==> src/rtl/core/earot_pkg.sv <==
// ----------------------------------------------------------------------------
// earot_pkg
// shared widths, types and arithmetic helpers of the euler angle rotator
// ----------------------------------------------------------------------------
package earot_pkg;

    localparam int COORD_WIDTH     = 24;
    localparam int ANGLE_WIDTH     = 16;
    localparam int TRIG_ITERATIONS = 16;

    localparam int BAM_WIDTH   = 32;
    localparam int CW          = 34;
    localparam int PROD_W      = 2 * CW;
    localparam int ENTRY_W     = 32;
    localparam int TERM_W      = ENTRY_W + COORD_WIDTH;
    localparam int ACC_W       = TERM_W + 2;
    localparam int OUT_W       = ACC_W - 30;
    localparam int SHIFT_W     = $clog2(TRIG_ITERATIONS);
    localparam int MATRIX_LAT  = 5;
    localparam int PIPE_LAT    = 1 + TRIG_ITERATIONS + MATRIX_LAT;

    localparam int CFG_IDX_W   = 2;
    localparam int CFG_DATA_W  = ANGLE_WIDTH;

    localparam logic [CFG_IDX_W-1:0] REG_ROLL    = 2'd0;
    localparam logic [CFG_IDX_W-1:0] REG_PITCH   = 2'd1;
    localparam logic [CFG_IDX_W-1:0] REG_YAW     = 2'd2;
    localparam logic [CFG_IDX_W-1:0] REG_INVERSE = 2'd3;

    localparam logic signed [CW-1:0] CORDIC_GAIN = CW'(652032874);
    localparam logic signed [CW-1:0] ONE_Q30     = CW'(1073741824);

    typedef logic signed [COORD_WIDTH-1:0] coord_t;
    typedef logic signed [ANGLE_WIDTH-1:0] angle_t;
    typedef logic signed [CW-1:0]          cval_t;
    typedef logic signed [ENTRY_W-1:0]     entry_t;

    typedef struct packed {
        cval_t x;
        cval_t y;
        cval_t z;
    } rot_t;

    typedef struct packed {
        rot_t [2:0] rot;
        logic [2:0] neg;
        coord_t     cx;
        coord_t     cy;
        coord_t     cz;
        logic       inv;
    } cordic_beat_t;

    function automatic logic [BAM_WIDTH-1:0] atan_value(input logic [4:0] idx);
        logic [BAM_WIDTH-1:0] v;
        case (idx)
            5'd0:    v = 32'h20000000;
            5'd1:    v = 32'h12E4051E;
            5'd2:    v = 32'h09FB385B;
            5'd3:    v = 32'h051111D4;
            5'd4:    v = 32'h028B0D43;
            5'd5:    v = 32'h0145D7E1;
            5'd6:    v = 32'h00A2F61E;
            5'd7:    v = 32'h00517C55;
            5'd8:    v = 32'h0028BE53;
            5'd9:    v = 32'h00145F2F;
            5'd10:   v = 32'h000A2F98;
            5'd11:   v = 32'h000517CC;
            5'd12:   v = 32'h00028BE6;
            5'd13:   v = 32'h000145F3;
            5'd14:   v = 32'h0000A2FA;
            5'd15:   v = 32'h0000517D;
            5'd16:   v = 32'h000028BE;
            5'd17:   v = 32'h0000145F;
            5'd18:   v = 32'h00000A30;
            5'd19:   v = 32'h00000518;
            5'd20:   v = 32'h0000028C;
            5'd21:   v = 32'h00000146;
            5'd22:   v = 32'h000000A3;
            5'd23:   v = 32'h00000051;
            default: v = '0;
        endcase
        return v;
    endfunction

    function automatic cval_t mul30(input cval_t a, input cval_t b);
        logic signed [PROD_W-1:0] p;
        p = PROD_W'(a) * PROD_W'(b);
        p = p + PROD_W'(536870912);
        return CW'(p >>> 30);
    endfunction

    function automatic entry_t clamp1(input cval_t v);
        cval_t c;
        c = v;
        if (v > ONE_Q30)
            c = ONE_Q30;
        if (v < -ONE_Q30)
            c = -ONE_Q30;
        return ENTRY_W'(c);
    endfunction

endpackage

==> src/rtl/core/earot_cell.sv <==
// ----------------------------------------------------------------------------
// earot_cell
// one cordic micro-rotation for the three angles, point rides along
// ----------------------------------------------------------------------------
module earot_cell
(
    input  logic                    clk,
    input  logic                    en,
    input  logic [earot_pkg::SHIFT_W-1:0] stage,
    input  earot_pkg::cordic_beat_t din,
    output earot_pkg::cordic_beat_t dout
);
    import earot_pkg::*;

    cordic_beat_t beat_reg;
    cordic_beat_t beat_next;
    cval_t        at;

    always_comb
    begin
        beat_next = din;
        at = CW'(atan_value(5'(stage)));
        for (int k = 0; k < 3; k++)
        begin
            if (!din.rot[k].z[CW-1])
            begin
                beat_next.rot[k].x = din.rot[k].x - (din.rot[k].y >>> stage);
                beat_next.rot[k].y = din.rot[k].y + (din.rot[k].x >>> stage);
                beat_next.rot[k].z = din.rot[k].z - at;
            end
            else
            begin
                beat_next.rot[k].x = din.rot[k].x + (din.rot[k].y >>> stage);
                beat_next.rot[k].y = din.rot[k].y - (din.rot[k].x >>> stage);
                beat_next.rot[k].z = din.rot[k].z + at;
            end
        end
    end

    always_ff @(posedge clk)
    begin
        if (en)
            beat_reg <= beat_next;
    end

    assign dout = beat_reg;

endmodule

==> config.mk <==
export PLATFORM = sky130hd
export DESIGN_NAME = earot_cell
export DESIGN_NICKNAME = d
export VERILOG_FILES = /design/src/rtl/core/earot_pkg.sv /design/src/rtl/core/earot_cell.sv
export SDC_FILE = /design/constraint.sdc
export NUM_CORES = 2
export LEC_CHECK = 0
export BUFFER_PORTS_ARGS = -buffer_cell sky130_fd_sc_hd__buf_2
export CORE_MARGIN = 4
export CORE_UTILIZATION = 23
export CTS_CLUSTER_SIZE = 16
export DETAILED_ROUTE_END_ITERATION = 8
export PLACE_DENSITY_LB_ADDON = 0.1
export SLEW_MARGIN = 20
export SYNTH_ARGS = -nofsm -noshare
export SYNTH_HDL_FRONTEND = slang
export SYNTH_SLANG_ARGS = --single-unit
==> constraint.sdc <==
create_clock -name clk -period 11.73 [get_ports clk]
set_input_delay 1.7595 -clock clk [delete_from_list [all_inputs] [get_ports clk]]
set_output_delay 1.7595 -clock clk [all_outputs]
set_load 0.1 [all_outputs]
==> flow_summary.toml <==
[logic_synthesis]
synthDistinctLibCells = 99
syn-instance-count = 4544
async_reset_ff_share_pct = 0
syn-cell-area_um2 = 42800
synthFlopType = "edfxtp_1"
ys_seq_area_share_pct = 26.8
synth_edf_count = 382
yosysWarningCount = 0
ys_ff_latch = 382
syn_area_per_cell_um2 = 9.42
ys_top_cells_by_area = "edfxtp_1 (27%), mux4_2 (9.3%), ha_1 (9.1%)"
yosysMostFrequentCell = "a21oi_1"
synth_top_area_share_pct = 26.8
synth_nets = 5253
ys_top_cells_by_count = "a21oi_1 (417), nor2_1 (396), edfxtp_1 (382)"
synth_top_area_cell = "edfxtp_1"

[placed_design]
place.gp.congestion = 0.889
portBuffers = 769
dp.final_hpwl_um = 158000

[setup_path]
critical_path.startpoint_type = "input pin"
cp.required_ns = 12.15
arrival_ns = 9.01
worst-path-max-fanout = 80
critical_path_class = "input pin to flip-flop"
endpoint_kind = "flip-flop"

[timing]
fin_tns_setup_ns = 0
hold_violations = 0
fmax_mhz = 116
setup_violations = 0
finalCriticalPeriod_ns = 8.59
slew_viol_final = 0
post-route-period-util_pct = 73.2
rsz0062_at_grt = "false"
holdWs_ns = 1.25
relSlewSlack_pct = 30.2
tightest_slew_ns = 1.04

[global_route]
antenna_found_initial = 41
grt_max_degree = 134
grt_use_total_pct = 19.8
grt.overflow.total = 0
first_global_vias = 38805
grt_pass1_wl_um = 282000

[job]
drv_cap = 0

[die]
die_area_um2 = 193000
coreArea_um2 = 185000
start_util_pct = 23.1
die_width_um = 439
boundaryPins = 770
die_h_um = 439
rows = 158

[cts]
clockBufferDepth = 3
clk_pin_slew_ns = 0.06
clockRootBuffer = "clkbuf_16"
cts_tree = "done"
cts.sinks = 382
postCtsSetupRepairBufs = 0
cts.hold.buffers_added = 0
cts_made_buffers = 52
htreeDepth = 2
cts-resized-gates = 0

[routing]
ant_nets = 0
dr.pass1.iters = 6
drt-wirelength-per-cell_um = 25.9
wirelength_um = 200000
vias = 39471
via_per_inst = 5.11
drc = 0
drtIter0Drc = 2965

[power]
p_leak_uw = 0.0206
max-vdd-ir-drop_uv = 141
cellPowerDensity_nw_per_um2 = 182

[worst_hold_path]
hp-class = "input pin to flip-flop"

[cells_and_area]
final_util_pct = 27.5
syn2layout_area_growth_pct = 18.9
largest_register_ffs = 382
nFillCells = 20021
nets = 5900
drive_gt1_share_pct = 24.4

[run_status]
outcome = "completed"
[report_power, final]
part | switching (uW) | internal [uW] | leakage (uW)
logic | 4200 | 1370 | 0.0160
registers | 109 | 1970 | 0.00374
clock network | 683 | 913 | 0.000798
[final timing paths]
check             startpoint                  end  slack [ns]  cells after the start
setup / recovery    stage[1]  dout[107]$_DFFE_PP_        3.14                     22
hold / removal       din[71]   dout[71]$_DFFE_PP_        1.25                      1
[metal layers]
metal  track usage (%)  up-vias  share of wire (%)
met5                 0        -              0.046
met4              4.10       14                1.9
met3              2.87      188                5.7
met2              34.5     1344                 49
met1              25.8    19311                 43
li1                  -    18614                  -
[layout make-up]
cell class / instances / area, um^2 / area share, %
antenna: 21 / 52.6 / 0.103
clock buffer: 60 / 1350 / 2.66
clock inverter: 32 / 305 / 0.600
inverter: 110 / 418 / 0.821
multi-input combinational: 3837 / 29900 / 58.7
sequential: 382 / 11500 / 22.5
tap: 2480 / 3100 / 6.10
timing repair buffer: 808 / 4300 / 8.44
[worst max-delay path: stages]
cell	delay (ns)
buf_8	0.43
inv_4	0.35
ha_1	0.51
a21oi_1	0.11
mux2i_1	0.47
and3_1	0.30
and3b_1	0.23
nor3b_1	0.47
nand2b_1	0.17
and4b_1	0.67
nor2_1	0.13
mux2_2	0.30
ha_1	0.25
a21o_1	0.19
a2111oi_0	0.46
o311ai_0	0.33
a221oi_1	0.54
o21ai_0	0.21
o21a_1	0.21
a2111oi_0	0.55
a21oi_1	0.12
xor2_1	0.17
[layout by cell type (no fill, tap or decap), types with 171 or more instances in the layout]
cell type	count
buf_2	762
xnor2_1	298
mux2i_1	177
ha_1	312
o21ai_0	244
a21oi_1	417
xor2_1	171
nand2_1	331
edfxtp_1	382
mux4_2	177
nor2_1	391
[cells by family (layout without fill, tap and decap cells)]
family | count (synthesis) | in the layout | share of synthesized area [%]
buffers and inverters | 325 | 1010 | 3.48
AOI/OAI and AO/OA | 1309 | 1309 | 19.5
DFF | 382 | 382 | 26.8
adders and majority gates | 321 | 321 | 9.54
and+or+nand+nor | 1234 | 1234 | 13.7
xor gates and xnor gates | 470 | 470 | 9.63
other | 0 | 21 | 0
muxes | 503 | 503 | 17.4
[per-stage QoR]
stage / setup WS (ns) / power, uW / instance area (um^2) / instances
floorplan: 2.62 / 6420 / 42800 / 4544
global placement: 2.73 / 7730 / 49200 / 7617
detailed placement: 2.43 / 7700 / 49200 / 7617
CTS: 3.16 / 9380 / 50800 / 7709
global route: 2.55 / 9750 / 50900 / 7719
finish: 3.14 / 9240 / 50900 / 7730
Note: power is estimated with default switching activity, not from simulation.
